===== src/rtl/vku_pkg.sv =====
// ----------------------------------------------------------------------------
// vku_pkg
// Shared operation codes and control types of the kinematics update block.
// ----------------------------------------------------------------------------
package vku_pkg;

  // Operations of the shared bit-serial arithmetic unit
  typedef logic [1:0] vku_op_t;

  localparam vku_op_t OP_MUL  = 2'd0;
  localparam vku_op_t OP_DIV  = 2'd1;
  localparam vku_op_t OP_SQRT = 2'd2;

  // Control from the sequencer to the arithmetic unit
  typedef struct packed {
    logic    start;
    vku_op_t op;
  } vku_ctl_t;

endpackage


===== src/rtl/vku_serial_unit.sv =====
// ----------------------------------------------------------------------------
// vku_serial_unit
// Bit-serial multiply, restoring divide and integer square root, one result
// bit per cycle, shared by all steps of the kinematics update.
// ----------------------------------------------------------------------------
module vku_serial_unit #(
  parameter int WORD_BITS = 32
) (
  input  logic                     clk,
  input  logic                     rst,
  input  vku_pkg::vku_ctl_t        ctl,
  input  logic [2*WORD_BITS-1:0]   opa,   // multiplicand, dividend or radicand
  input  logic [WORD_BITS-1:0]     opb,   // multiplier or divisor
  output logic                     done,
  output logic [2*WORD_BITS-1:0]   res
);

  localparam int W  = WORD_BITS;
  localparam int CW = $clog2(2 * W + 1);

  logic                busy;
  vku_pkg::vku_op_t    op;
  logic [CW-1:0]       cnt;
  logic [2*W-1:0]      acc;
  logic [W+1:0]        rem;
  logic [W-1:0]        root;
  logic [W-1:0]        mcand;
  logic [W-1:0]        divisor;

  logic [W:0]          mul_sum;
  logic [W:0]          div_sh;
  logic                div_ge;
  logic [W:0]          div_rem;
  logic [W+1:0]        sq_sh;
  logic [W+1:0]        sq_trial;
  logic                sq_ge;
  logic [W+1:0]        sq_rem;

  // One step of each operation
  always_comb begin
    mul_sum  = {1'b0, acc[2*W-1:W]} + (acc[0] ? {1'b0, mcand} : {(W+1){1'b0}});
    div_sh   = {rem[W-1:0], acc[2*W-1]};
    div_ge   = (div_sh >= {1'b0, divisor});
    div_rem  = div_ge ? (div_sh - {1'b0, divisor}) : div_sh;
    sq_sh    = {rem[W-1:0], acc[2*W-1:2*W-2]};
    sq_trial = {root, 2'b01};
    sq_ge    = (sq_sh >= sq_trial);
    sq_rem   = sq_ge ? (sq_sh - sq_trial) : sq_sh;
  end

  // Control: busy flag, step counter and completion pulse
  always_ff @(posedge clk) begin
    if (rst) begin
      busy <= 1'b0;
      done <= 1'b0;
      cnt  <= '0;
      op   <= vku_pkg::OP_MUL;
    end else begin
      done <= busy && (cnt == CW'(1));
      if (ctl.start && !busy) begin
        busy <= 1'b1;
        op   <= ctl.op;
        cnt  <= (ctl.op == vku_pkg::OP_DIV) ? CW'(2 * W) : CW'(W);
      end else if (busy) begin
        cnt <= cnt - CW'(1);
        if (cnt == CW'(1)) begin
          busy <= 1'b0;
        end
      end
    end
  end

  // Datapath shift registers
  always_ff @(posedge clk) begin
    if (ctl.start && !busy) begin
      acc     <= (ctl.op == vku_pkg::OP_MUL) ? {{W{1'b0}}, opb} : opa;
      mcand   <= opa[W-1:0];
      divisor <= opb;
      rem     <= '0;
      root    <= '0;
    end else if (busy) begin
      case (op)
        vku_pkg::OP_MUL: begin
          acc <= {mul_sum, acc[W-1:1]};
        end
        vku_pkg::OP_DIV: begin
          acc <= {acc[2*W-2:0], div_ge};
          rem <= {1'b0, div_rem};
        end
        vku_pkg::OP_SQRT: begin
          acc  <= {acc[2*W-3:0], 2'b00};
          rem  <= sq_rem;
          root <= {root[W-2:0], sq_ge};
        end
        default: begin
          acc <= acc;
        end
      endcase
    end
  end

  assign res = (op == vku_pkg::OP_SQRT) ? {{W{1'b0}}, root} : acc;

  a_done_after_busy : assert property (@(posedge clk) disable iff (rst)
    done |-> $past(busy)) else $error("unit completion without a running operation");

  a_no_restart : assert property (@(posedge clk) disable iff (rst)
    (busy && cnt != CW'(1)) |=> busy) else $error("unit stopped before its last step");

  a_count_range : assert property (@(posedge clk) disable iff (rst)
    busy |-> (cnt != '0)) else $error("unit running with an empty step count");

endmodule


===== src/rtl/vehicle_kinematics_update_top.sv =====
// ----------------------------------------------------------------------------
// vehicle_kinematics_update_top
// One Euler step of a steered 2D vehicle per input transfer, in fixed point.
// ----------------------------------------------------------------------------
// Each input transfer carries a steering force and a time step; the block
// divides the force by the mass, integrates velocity, clamps the speed to
// max_speed, integrates position and renews the unit heading, then offers one
// output transfer. All work goes through one bit-serial unit that produces one
// bit per cycle, one operation at a time. The speed clamp runs only when the
// speed exceeds max_speed, and the heading update only when the squared speed
// exceeds a small threshold. A new item is taken as soon as the previous one
// has been placed in the output register, even while that result still waits
// to be taken.
// ----------------------------------------------------------------------------
module vehicle_kinematics_update_top #(
  parameter int FRAC_BITS = 16,
  parameter int WORD_BITS = 32
) (
  input  logic clk,
  input  logic rst,
  // Fields from bit 0 up: force_x, force_y, time_step, zero padding
  input  logic [((2*WORD_BITS+FRAC_BITS+1+7)/8)*8-1:0] s_axis_tdata,
  input  logic                                         s_axis_tvalid,
  output logic                                         s_axis_tready,
  // Fields from bit 0 up: pos_x, pos_y, vel_x, vel_y, heading_x, heading_y,
  // side_x, side_y, zero padding
  output logic [((4*WORD_BITS+4*(FRAC_BITS+2)+7)/8)*8-1:0] m_axis_tdata,
  output logic                                             m_axis_tvalid,
  input  logic                                             m_axis_tready,
  input  logic                                             cfg_we,
  input  logic                                             cfg_index,
  input  logic [WORD_BITS-2:0]                             cfg_data
);

  localparam int W   = WORD_BITS;
  localparam int F   = FRAC_BITS;
  localparam int HB  = FRAC_BITS + 2;
  localparam int OW  = ((4*WORD_BITS+4*(FRAC_BITS+2)+7)/8)*8;
  localparam int OPAD = OW - 4 * W - 4 * HB;

  localparam logic [2*W-1:0] CAP_W = (2*W)'(1) << W;
  localparam logic [2*W-1:0] ONE_W = (2*W)'(1) << F;
  localparam logic [2*W-1:0] EPS_Q =
    (2*W)'((64'd1 << (2 * FRAC_BITS)) / 64'd1000000000);
  localparam logic [F:0]     ONE_DT = (F+1)'(1) << F;
  localparam logic [W-1:0]   S_MAX = {1'b0, {(W-1){1'b1}}};
  localparam logic [W-1:0]   S_MIN = {1'b1, {(W-1){1'b0}}};
  localparam logic [HB-1:0]  ONE_H = HB'(1) << F;

  // Sequencer steps
  localparam logic [4:0] ST_IDLE = 5'd0;
  localparam logic [4:0] ST_AX   = 5'd1;
  localparam logic [4:0] ST_AY   = 5'd2;
  localparam logic [4:0] ST_VX   = 5'd3;
  localparam logic [4:0] ST_VY   = 5'd4;
  localparam logic [4:0] ST_SQX  = 5'd5;
  localparam logic [4:0] ST_SQY  = 5'd6;
  localparam logic [4:0] ST_MSQ  = 5'd7;
  localparam logic [4:0] ST_CLEN = 5'd8;
  localparam logic [4:0] ST_CMX  = 5'd9;
  localparam logic [4:0] ST_CDX  = 5'd10;
  localparam logic [4:0] ST_CMY  = 5'd11;
  localparam logic [4:0] ST_CDY  = 5'd12;
  localparam logic [4:0] ST_PX   = 5'd13;
  localparam logic [4:0] ST_PY   = 5'd14;
  localparam logic [4:0] ST_HSQX = 5'd15;
  localparam logic [4:0] ST_HSQY = 5'd16;
  localparam logic [4:0] ST_HLEN = 5'd17;
  localparam logic [4:0] ST_HDX  = 5'd18;
  localparam logic [4:0] ST_HDY  = 5'd19;
  localparam logic [4:0] ST_DONE = 5'd20;

  localparam logic CFG_MASS      = 1'b0;
  localparam logic CFG_MAX_SPEED = 1'b1;

  // Magnitude of a signed word
  function automatic logic [W-1:0] mag(input logic [W-1:0] v);
    mag = v[W-1] ? (~v + W'(1)) : v;
  endfunction

  // Apply a sign to a capped magnitude and saturate to the signed word
  function automatic logic [W-1:0] signed_of(input logic neg, input logic [2*W-1:0] q);
    logic big;
    big = (q >= ((2*W)'(1) << (W - 1)));
    if (neg) begin
      signed_of = big ? S_MIN : (~q[W-1:0] + W'(1));
    end else begin
      signed_of = big ? S_MAX : q[W-1:0];
    end
  endfunction

  // Drop the fraction bits of a product, capped at 2^W
  function automatic logic [2*W-1:0] shr_cap(input logic [2*W-1:0] p);
    logic [2*W-1:0] v;
    v = p >> F;
    shr_cap = (v > CAP_W) ? CAP_W : v;
  endfunction

  // Saturating signed add of two words
  function automatic logic [W-1:0] sat_add(input logic [W-1:0] a, input logic [W-1:0] b);
    logic [W:0] s;
    s = {a[W-1], a} + {b[W-1], b};
    if (s[W] != s[W-1]) begin
      sat_add = s[W] ? S_MIN : S_MAX;
    end else begin
      sat_add = s[W-1:0];
    end
  endfunction

  // Configuration and vehicle state
  logic [W-2:0]   mass;
  logic [W-2:0]   max_speed;
  logic [W-1:0]   position_x, position_y, velocity_x, velocity_y;
  logic [HB-1:0]  direction_x, direction_y;

  // Item registers and intermediate values
  logic [4:0]     state;
  logic           launched;
  logic [W-1:0]   fx, fy, ax, ay;
  logic [F:0]     dt;
  logic [2*W-1:0] sq;
  logic [2*W-1:0] tmp;
  logic [W-1:0]   len;

  // Output register
  logic [W-1:0]   o_pos_x, o_pos_y, o_vel_x, o_vel_y;
  logic [HB-1:0]  o_hx, o_hy, o_sx, o_sy;

  vku_pkg::vku_ctl_t ctl;
  logic [2*W-1:0]    opa;
  logic [W-1:0]      opb;
  logic              u_done;
  logic [2*W-1:0]    u_res;
  logic [2*W-1:0]    sq_sum;
  logic [2*W-1:0]    q_cap;
  logic [2*W-1:0]    h_cap;
  logic [W-1:0]      mass_eff;
  logic [F:0]        dt_in;
  logic              load_out;

  vku_serial_unit #(.WORD_BITS(W)) u_unit (
    .clk  (clk),
    .rst  (rst),
    .ctl  (ctl),
    .opa  (opa),
    .opb  (opb),
    .done (u_done),
    .res  (u_res)
  );

  assign s_axis_tready = (state == ST_IDLE);
  assign mass_eff = (mass == '0) ? W'(1) : {1'b0, mass};
  assign dt_in    = s_axis_tdata[2*W+F:2*W];
  assign sq_sum   = sq + u_res;
  assign q_cap    = (u_res > CAP_W) ? CAP_W : u_res;
  assign h_cap    = (u_res > ONE_W) ? ONE_W : u_res;
  assign load_out = (state == ST_DONE) && (!m_axis_tvalid || m_axis_tready);

  // Operand selection for the shared unit
  always_comb begin
    ctl.start = (state != ST_IDLE) && (state != ST_DONE) && !launched;
    ctl.op    = vku_pkg::OP_MUL;
    opa       = '0;
    opb       = '0;
    case (state)
      ST_AX: begin
        ctl.op = vku_pkg::OP_DIV;
        opa    = (2*W)'(mag(fx)) << F;
        opb    = mass_eff;
      end
      ST_AY: begin
        ctl.op = vku_pkg::OP_DIV;
        opa    = (2*W)'(mag(fy)) << F;
        opb    = mass_eff;
      end
      ST_VX: begin
        opa = (2*W)'(mag(ax));
        opb = W'(dt);
      end
      ST_VY: begin
        opa = (2*W)'(mag(ay));
        opb = W'(dt);
      end
      ST_SQX, ST_HSQX: begin
        opa = (2*W)'(mag(velocity_x));
        opb = mag(velocity_x);
      end
      ST_SQY, ST_HSQY: begin
        opa = (2*W)'(mag(velocity_y));
        opb = mag(velocity_y);
      end
      ST_MSQ: begin
        opa = (2*W)'(max_speed);
        opb = {1'b0, max_speed};
      end
      ST_CLEN, ST_HLEN: begin
        ctl.op = vku_pkg::OP_SQRT;
        opa    = sq;
      end
      ST_CMX: begin
        opa = (2*W)'(mag(velocity_x));
        opb = {1'b0, max_speed};
      end
      ST_CMY: begin
        opa = (2*W)'(mag(velocity_y));
        opb = {1'b0, max_speed};
      end
      ST_CDX, ST_CDY: begin
        ctl.op = vku_pkg::OP_DIV;
        opa    = tmp;
        opb    = len;
      end
      ST_PX: begin
        opa = (2*W)'(mag(velocity_x));
        opb = W'(dt);
      end
      ST_PY: begin
        opa = (2*W)'(mag(velocity_y));
        opb = W'(dt);
      end
      ST_HDX: begin
        ctl.op = vku_pkg::OP_DIV;
        opa    = (2*W)'(mag(velocity_x)) << F;
        opb    = len;
      end
      ST_HDY: begin
        ctl.op = vku_pkg::OP_DIV;
        opa    = (2*W)'(mag(velocity_y)) << F;
        opb    = len;
      end
      default: begin
        ctl.op = vku_pkg::OP_MUL;
      end
    endcase
  end

  // Sequencer, configuration and vehicle state
  always_ff @(posedge clk) begin
    if (rst) begin
      state         <= ST_IDLE;
      launched      <= 1'b0;
      mass          <= (W-1)'(ONE_W);
      max_speed     <= (W-1)'(ONE_W);
      position_x    <= '0;
      position_y    <= '0;
      velocity_x    <= '0;
      velocity_y    <= '0;
      direction_x   <= ONE_H;
      direction_y   <= '0;
      m_axis_tvalid <= 1'b0;
    end else begin
      if (cfg_we) begin
        case (cfg_index)
          CFG_MASS:      mass      <= cfg_data;
          CFG_MAX_SPEED: max_speed <= cfg_data;
          default:       mass      <= mass;
        endcase
      end

      if (ctl.start) begin
        launched <= 1'b1;
      end
      if (u_done) begin
        launched <= 1'b0;
      end

      // A new result replaces one that is taken in the same cycle
      if (load_out) begin
        m_axis_tvalid <= 1'b1;
      end else if (m_axis_tvalid && m_axis_tready) begin
        m_axis_tvalid <= 1'b0;
      end

      case (state)
        ST_IDLE: begin
          if (s_axis_tvalid) begin
            state <= ST_AX;
          end
        end
        ST_DONE: begin
          if (load_out) begin
            state <= ST_IDLE;
          end
        end
        default: begin
          if (u_done) begin
            case (state)
              ST_AX:   state <= ST_AY;
              ST_AY:   state <= ST_VX;
              ST_VX: begin
                velocity_x <= sat_add(velocity_x, signed_of(ax[W-1], shr_cap(u_res)));
                state      <= ST_VY;
              end
              ST_VY: begin
                velocity_y <= sat_add(velocity_y, signed_of(ay[W-1], shr_cap(u_res)));
                state      <= ST_SQX;
              end
              ST_SQX:  state <= ST_SQY;
              ST_SQY:  state <= ST_MSQ;
              ST_MSQ:  state <= (sq > u_res) ? ST_CLEN : ST_PX;
              ST_CLEN: state <= ST_CMX;
              ST_CMX:  state <= ST_CDX;
              ST_CDX: begin
                velocity_x <= signed_of(velocity_x[W-1], q_cap);
                state      <= ST_CMY;
              end
              ST_CMY:  state <= ST_CDY;
              ST_CDY: begin
                velocity_y <= signed_of(velocity_y[W-1], q_cap);
                state      <= ST_PX;
              end
              ST_PX: begin
                position_x <= sat_add(position_x, signed_of(velocity_x[W-1], shr_cap(u_res)));
                state      <= ST_PY;
              end
              ST_PY: begin
                position_y <= sat_add(position_y, signed_of(velocity_y[W-1], shr_cap(u_res)));
                state      <= ST_HSQX;
              end
              ST_HSQX: state <= ST_HSQY;
              ST_HSQY: state <= (sq_sum > EPS_Q) ? ST_HLEN : ST_DONE;
              ST_HLEN: state <= ST_HDX;
              ST_HDX: begin
                direction_x <= velocity_x[W-1] ? (~h_cap[HB-1:0] + HB'(1)) : h_cap[HB-1:0];
                state       <= ST_HDY;
              end
              ST_HDY: begin
                direction_y <= velocity_y[W-1] ? (~h_cap[HB-1:0] + HB'(1)) : h_cap[HB-1:0];
                state       <= ST_DONE;
              end
              default: state <= ST_IDLE;
            endcase
          end
        end
      endcase
    end
  end

  // Item payload and intermediate registers
  always_ff @(posedge clk) begin
    if (s_axis_tvalid && s_axis_tready) begin
      fx <= s_axis_tdata[W-1:0];
      fy <= s_axis_tdata[2*W-1:W];
      dt <= (dt_in > ONE_DT) ? ONE_DT : dt_in;
    end
    if (u_done) begin
      case (state)
        ST_AX:            ax  <= signed_of(fx[W-1], q_cap);
        ST_AY:            ay  <= signed_of(fy[W-1], q_cap);
        ST_SQX, ST_HSQX:  sq  <= u_res;
        ST_SQY, ST_HSQY:  sq  <= sq_sum;
        ST_CLEN, ST_HLEN: len <= u_res[W-1:0];
        ST_CMX, ST_CMY:   tmp <= u_res;
        default:          tmp <= tmp;
      endcase
    end
    if (load_out) begin
      o_pos_x <= position_x;
      o_pos_y <= position_y;
      o_vel_x <= velocity_x;
      o_vel_y <= velocity_y;
      o_hx    <= direction_x;
      o_hy    <= direction_y;
      o_sx    <= ~direction_y + HB'(1);
      o_sy    <= direction_x;
    end
  end

  assign m_axis_tdata = {{OPAD{1'b0}}, o_sy, o_sx, o_hy, o_hx,
                         o_vel_y, o_vel_x, o_pos_y, o_pos_x};

  a_accept_starts : assert property (@(posedge clk) disable iff (rst)
    (s_axis_tvalid && s_axis_tready) |=> (state == ST_AX))
    else $error("accepted item did not start the update");

  a_no_overwrite : assert property (@(posedge clk) disable iff (rst)
    load_out |-> (!m_axis_tvalid || m_axis_tready))
    else $error("pending result overwritten");

  a_unit_launched : assert property (@(posedge clk) disable iff (rst)
    u_done |-> launched) else $error("unit result without a launched operation");

  a_heading_unit : assert property (@(posedge clk) disable iff (rst)
    ($signed(direction_x) <= $signed(ONE_H)) && ($signed(direction_x) >= -$signed(ONE_H)))
    else $error("heading component beyond one");

endmodule

===== config.mk =====
export PLATFORM = sky130hd
export DESIGN_NAME = vehicle_kinematics_update_top
export DESIGN_NICKNAME = d
export VERILOG_FILES = /design/src/rtl/vku_pkg.sv /design/src/rtl/vku_serial_unit.sv /design/src/rtl/vehicle_kinematics_update_top.sv
export SDC_FILE = /design/constraint.sdc
export NUM_CORES = 2
export LEC_CHECK = 0
export ABC_AREA = 0
export CELL_PAD_IN_SITES_DETAIL_PLACEMENT = 0
export CELL_PAD_IN_SITES_GLOBAL_PLACEMENT = 1
export CORE_ASPECT_RATIO = 1.1
export CORE_MARGIN = 5
export CORE_UTILIZATION = 25
export DETAILED_ROUTE_END_ITERATION = 16
export DONT_BUFFER_PORTS = 1
export PLACE_DENSITY = 0.54
export SLEW_MARGIN = 20
export SYNTH_ARGS = -nofsm -noshare
export SYNTH_HDL_FRONTEND = slang
export SYNTH_HIERARCHICAL = 1
export SYNTH_SLANG_ARGS = --single-unit

===== constraint.sdc =====
create_clock -name clk -period 17.6 [get_ports clk]
set_input_delay 3.52 -clock clk [delete_from_list [all_inputs] [get_ports clk]]
set_output_delay 3.52 -clock clk [all_outputs]
set_load 0.03 [all_outputs]

; ---- Yosys cells after proc, flatten, opt, wreduce, memory -nomap -nowiden
; Index checks and enable logic that the tools add are counted.
[word_totals]
reg_bits = 923
input_bits = 125
out_inout_bits = 202
word_cells = 240
[op_classes]
add_sub_neg = 19
magnitude_cmp = 10
eq_ne = 31
muxes = 78
n_bitwise = 12
n_reduce_logical = 55
[op_table]
columns = operator, n
row1 = 32-bit two-way mux, 45
row2 = 64-bit case mux with 11 select lines, 1
row3 = 64-bit two-way mux, 5
row4 = 32-bit by 1-bit adder with 32-bit output (second input constant), 8
row5 = 32-bit NOT, 8
row6 = 32-bit case mux with 2 select lines, 3
row7 = 32-bit case mux with 6 select lines, 1
row8 = 64-bit case mux with 3 select lines, 1
row9 = 32-bit by 32-bit adder with 33-bit output, 4
row10 = 64-bit case mux with 2 select lines, 1
row11 = 5-bit case mux with 19 select lines, 1
row12 = 64-bit adder, 1
row13 = 64-bit by 32-bit greater-or-equal comparator with 1-bit output (second input constant), 1
row14 = 64-bit by 17-bit greater-than comparator with 1-bit output (second input constant), 1
row15 = 64-bit by 3-bit greater-than comparator with 1-bit output (second input constant), 1
row16 = 64-bit by 33-bit greater-than comparator with 1-bit output (second input constant), 1
row17 = 64-bit greater-than comparator, 1
row18 = 32-bit subtractor, 2
row19 = 18-bit two-way mux, 3
row20 = 48-bit by 32-bit greater-or-equal comparator with 1-bit output (second input constant), 1
row21 = 48-bit by 33-bit greater-than comparator with 1-bit output (second input constant), 1
row22 = 48-bit two-way mux, 1
row23 = 5-bit by 4-bit == test with 1-bit output (second input constant), 8
row24 = 18-bit by 1-bit adder with 18-bit output (second input constant), 2
row25 = other kinds (40), 103

; ---- Longest topological paths before layout
[depth]
word_depth = 16
ltp_mapped = 38
mapped_depth_nobuf = 30

; ---- Cells and area by module
; The synthesis kept the hierarchy.
[modules_own_cells]
columns = mod, instances, cells_each, area_per_inst_um2, seq_area_each_um2
row1 = vehicle_kinematics_update_top, 1, 5792, 49856.6, 19258.5
row2 = vku_serial_unit, 1, 1838, 15318.4, 5345.1

; ---- Worst setup path before layout
; Ideal clock, no wire load.
[synth_path]
path_kind = input-to-reg
startpoint = input m_axis_tready
endpoint = register o_hy[0] (enable)
setup_time_ps = 744
arrival_ps = 11598
required_ps = 16856
path_slack_ps = 5257
path_stages = 2
path_buffers = 0
cell_sequence = nand2b_1 -> nor2b_1
[synth_between]
elab_chain_len = 2
[synth_lines]
columns = item, line
row1 = start: declaration, vehicle_kinematics_update_top.sv:29  ; input logic m_axis_tready,
row2 = 1-bit logical OR, vehicle_kinematics_update_top.sv:157  ; assign load_out = (state == ST_DONE) && (!m_axis_tvalid || m_axis_tready);
row3 = 1-bit logical AND, vehicle_kinematics_update_top.sv:157
row4 = via load_out, vehicle_kinematics_update_top.sv:139  ; logic load_out;
row5 = end signal: assignment, vehicle_kinematics_update_top.sv:363  ; o_hy <= direction_y;
row6 = end: declaration, vehicle_kinematics_update_top.sv:127  ; logic [HB-1:0] o_hx, o_hy, o_sx, o_sy;
; The timed path passes the listed nets, and every way through them passes these cells.
; A chain may end at the register's enable or synchronous reset.

; ---- Worst setup path after layout
[layout_path]
startpoint = register u_unit.op[0]
endpoint = register velocity_y[1]
[layout_between]
elab_chain_len = 16
word_cells_on_any_way = 27
cone_classes = add/sub: 3 / order compare: 4 / eq/ne: 2 / mux: 16 / bitwise: 2
[layout_lines]
columns = item, line
row1 = start: declaration, vku_serial_unit.sv:22  ; vku_pkg::vku_op_t op;
row2 = start signal: assignment, vku_serial_unit.sv:57  ; op <= vku_pkg::OP_MUL;
row3 = start signal: assignment, vku_serial_unit.sv:62  ; op <= ctl.op;
row4 = 2-bit == test (*), vku_serial_unit.sv:102  ; assign res = (op == vku_pkg::OP_SQRT) ? {{W{1'b0}}, root} : acc;
row5 = 64-bit two-way mux (*), vku_serial_unit.sv:102
row6 = via u_res[57], vehicle_kinematics_update_top.sv:133  ; logic [2*W-1:0] u_res;
row7 = 48-bit by 33-bit greater-than comparator with 1-bit output, vehicle_kinematics_update_top.sv:96  ; shr_cap = (v > CAP_W) ? CAP_W : v;
row8 = 48-bit two-way mux, vehicle_kinematics_update_top.sv:96
row9 = 32-bit NOT, vehicle_kinematics_update_top.sv:86  ; signed_of = big ? S_MIN : (~q[W-1:0] + W'(1));
row10 = 32-bit by 1-bit adder with 32-bit output, vehicle_kinematics_update_top.sv:86
row11 = 32-bit two-way mux, vehicle_kinematics_update_top.sv:86
row12 = 32-bit two-way mux, vehicle_kinematics_update_top.sv:85  ; if (neg) begin
row13 = 32-bit two-way mux, vehicle_kinematics_update_top.sv:287  ; case (state)
row14 = 32-bit two-way mux, vehicle_kinematics_update_top.sv:286  ; if (u_done) begin
row15 = 32-bit two-way mux, vehicle_kinematics_update_top.sv:274  ; case (state)
row16 = 32-bit two-way mux, vehicle_kinematics_update_top.sv:239  ; if (rst) begin
row17 = 32-bit by 32-bit adder with 33-bit output, vehicle_kinematics_update_top.sv:102  ; s = {a[W-1], a} + {b[W-1], b};
row18 = 32-bit two-way mux / 1-bit inequality test (equally long branches), "vehicle_kinematics_update_top.sv:104, vehicle_kinematics_update_top.sv:103"
row19 = 32-bit two-way mux, vehicle_kinematics_update_top.sv:103  ; if (s[W] != s[W-1]) begin
row20 = 32-bit case mux with 2 select lines (*), vehicle_kinematics_update_top.sv:287
row21 = end signal: assignment, vehicle_kinematics_update_top.sv:295  ; velocity_y <= sat_add(velocity_y, signed_of(ay[W-1], shr_cap(u_res)));
row22 = end signal: assignment, vehicle_kinematics_update_top.sv:309  ; velocity_y <= signed_of(velocity_y[W-1], q_cap);
row23 = end: declaration, vehicle_kinematics_update_top.sv:113  ; logic [W-1:0] position_x, position_y, velocity_x, velocity_y;
; The timed path passes the listed nets; every way through them passes the cells marked *. The select of a mux whose other input is x is not followed.

==> summary.md <==
| Metric | Value |
|---|---|
| Status | completed |
| Largest registers | sq x64, tmp x64, u_unit/acc x64 |
| Die Height | 546 um |
| Cell Area, Synth | 65,200 um^2 |
| DR vias | 60,900 |
| Largest net degree at the start of global routing | 155 |
| Final period util | 59.7% |
| Routed vias/inst | 5.54 |
| Initial Util | 25.1% |
| Post-synthesis compound-gate area fraction | 26.4% |
| Delay-heaviest family, CP | simple AND/OR/NAND/NOR gates |
| Placer congestion estimate | 0.944 |
| Nets | 7,909 |
| Total GRT Usage | 21.9% |
| XOR/XNOR Fraction of Synth Area | 6.02% |
| Layout area overhead | 12.2% |
| Syn Inst Count | 7,630 |
| Mux cell area share after synthesis | 0.900% |
| Initial antenna violation count | 38 |
| Area contributors post-synth | edfxtp_1, dfxtp_1, ha_1 |
| Clk_skew | 68.8 ps |
| H-tree depth | 3 |
| Crit end category | flop |
| Drt drc | 0 |
| Post-synth ARST share | 0% |
| Post-route ant nets | 0 |
| Synth Area in Adders | 7.73% |
| Warnings from Yosys | 6 |
| Synthesized area per cell | 8.54 um^2 |
| Max_cap viols | 0 |
| Most used cell, CP | buf_4 |
| Final setup vio count | 0 |
| CP required | 18,210 ps |
| Hold_buf cts | 0 |
| Count of cell types in the netlist | 105 |
| Final WL | 314 mm |
| Number of global-route vias before repair | 57,700 |
| Slowest CP cell | nor2_1 |
| DIE AREA | 271,000 um^2 |
| Final hold vios | 0 |
| TritonCTS clock tree | built |
| Switching power | 3.86 mW |
| DRT Pass-1 Iters | 13 |
| IO buf count | 0 |
| Io pins | 327 |
| Post-Syn Nets | 8,130 |
| HPWL Detailed | 244 mm |
| Post-CTS setup buffer count | 0 |
| Top FF cell, synth | edfxtp_1 |
| Leakage power | 26.5 nW |
| Crit-path max cell delay | 760 ps |
| Synth Area in Simple Gates | 16.2% |
| Fmax | 0.0951 GHz |
| Non-Filler Instances | 11,000 |
| Internal | 5.24 mW |
| Worst VDD drop | 102 uV |
| Post-synth top area share | 28.3% |
| Sequential share of the synthesized area | 37.8% |
| Standard-cell rows | 196 |
| Hold WC Path Type | flop to flop |
| Most frequent cell after synthesis | a21oi_1 |
| Worst-margin pin slew | 1360 ps |
| Main combinational cell family by area after synthesis | compound AO/OA/AOI/OAI gates |
| GR Overflow Total | 0 |
| Post-cts resize count | 0 |
| CP Data Arrival Time | 11,130 ps |
| Total CTS buffers | 108 |
| Global-route wire length before repair | 439 mm |
| CP Depth | 26 |
| Share of layout cells above drive strength 1 | 7.18% |
| Sw frac | 42.4% |
| Cell taking the most area after synthesis | edfxtp_1 |
| Hold Crit Depth | 0 |
| Kind of critical path | flop to flop |
| Clk buf depth | 3 |
| Power Density | 124 nW/um^2 |
| Placed cell count | 10,800 |
| EDFF count, synth | 614 |
| Fin crit period | 10,510 ps |
| Comb pwr share | 42.2% |
| Die X | 497 um |
| Yosys reg bits | 922 |
| Iter 0 DRT Violations | 6,243 |
| CTS Root Cell | clkbuf_16 |
| Setup_tns | 0 ps |
| Worst r2r path cells | 26 |
| Worst hold margin | 432 ps |
| Sequential power share | 30.2% |
| # clock sinks | 922 |
| CP startpoint kind | flop |
| Area of the core | 259,000 um^2 |
| Synth top cells by count | a21oi_1, nand2_1, edfxtp_1 |
| Worst-path clk slew | 60 ps |
| Clock Latency Late Sink | 780 ps |
| Slew headroom | 8.98% |
| Max Slew Vio Count | 0 |
| Crit Path Max Fanout | 70 |
| Clk pwr share | 27.6% |
| Bufs and invs on worst path | 5 |
| Wire per inst | 28.6 um |
| RSZ-0062 raised after global routing | no |
## path summary, 6_finish.rpt
check	slack [ps]	start	endpoint
worst max register to register	7090	u_unit/op[0]	velocity_y[1]
worst min register to register	430	direction_x[14]	o_sy[14]
worst min-delay path	430	direction_x[14]	o_sy[14]
worst max-delay path	7090	u_unit/op[0]	velocity_y[1]
## power groups by stage
stage | clock, mW | sequential (mW) | combinational [mW]
CTS | 2.58 | 2.75 | 3.80
floorplan | 0 | 2.72 | 2.42
detailed placement | 0 | 2.79 | 3.78
global placement | 0 | 2.79 | 3.77
finish | 2.51 | 2.75 | 3.84
global route | 2.66 | 2.76 | 4.14
## per-stage QoR
| step | power [mW] | util [%] | worst slack, ps | area, um^2 |
|---|---|---|---|---|
| CTS | 9.13 | 28.2 | 7190 | 73000 |
| floorplan | 5.15 | - | 5260 | 65200 |
| finish | 9.10 | 28.2 | 7090 | 73100 |
| detailed placement | 6.57 | 26.7 | 7230 | 69200 |
| global placement | 6.56 | 26.6 | 7010 | 69100 |
| global route | 9.56 | 28.2 | 6610 | 73100 |
## cell families after synthesis
logic type      count (synthesis)
compound gates               2728
flops                         922
xor+xnor                      448
mux                            55
buf+inv                       828
simple gates                 2245
fa+ha+maj                     404
## routing by layer
metal	wire (um)	track usage (%)
met5	108	0
met4	18000	10.7
met3	20300	3.39
met2	142000	35.1
met1	134000	28.8
## final cells by class
type / count / area (um^2)
Antenna cell: 23 / 57.6
Clock buffer: 122 / 2820
Clock inverter: 81 / 1080
Fill cell: 28000 / 186000
Inverter: 314 / 1180
Multi-Input combinational cell: 5880 / 37600
Sequential cell: 922 / 24600
Tap cell: 3465 / 4340
Timing Repair Buffer: 183 / 1410
## cells in the final DEF (no fill, tap or decap), types with 75 or more instances in the layout
| cell type | Yosys | final |
|---|---|---|
| nor2b_1 | 96 | 94 |
| xor2_1 | 180 | 179 |
| nor3_1 | 211 | 203 |
| inv_1 | 311 | 310 |
| a21oi_1 | 900 | 898 |
| dfxtp_1 | 308 | 305 |
| a211oi_1 | 108 | 108 |
| a221oi_1 | 86 | 86 |
| nand2_1 | 793 | 791 |
| clkbuf_16 | 0 | 109 |
| buf_4 | 23 | 180 |
| edfxtp_1 | 614 | 614 |
| xnor2_1 | 268 | 265 |
| nor2_1 | 506 | 499 |
| a222oi_1 | 75 | 75 |
| o22ai_1 | 84 | 84 |
| a31oi_1 | 90 | 89 |
| o31ai_1 | 81 | 81 |
| a21o_1 | 127 | 127 |
| o211ai_1 | 82 | 82 |
| o21ai_0 | 611 | 581 |
| ha_1 | 368 | 367 |
| nand3_1 | 149 | 149 |
Note: power is estimated with default switching activity, not from simulation.
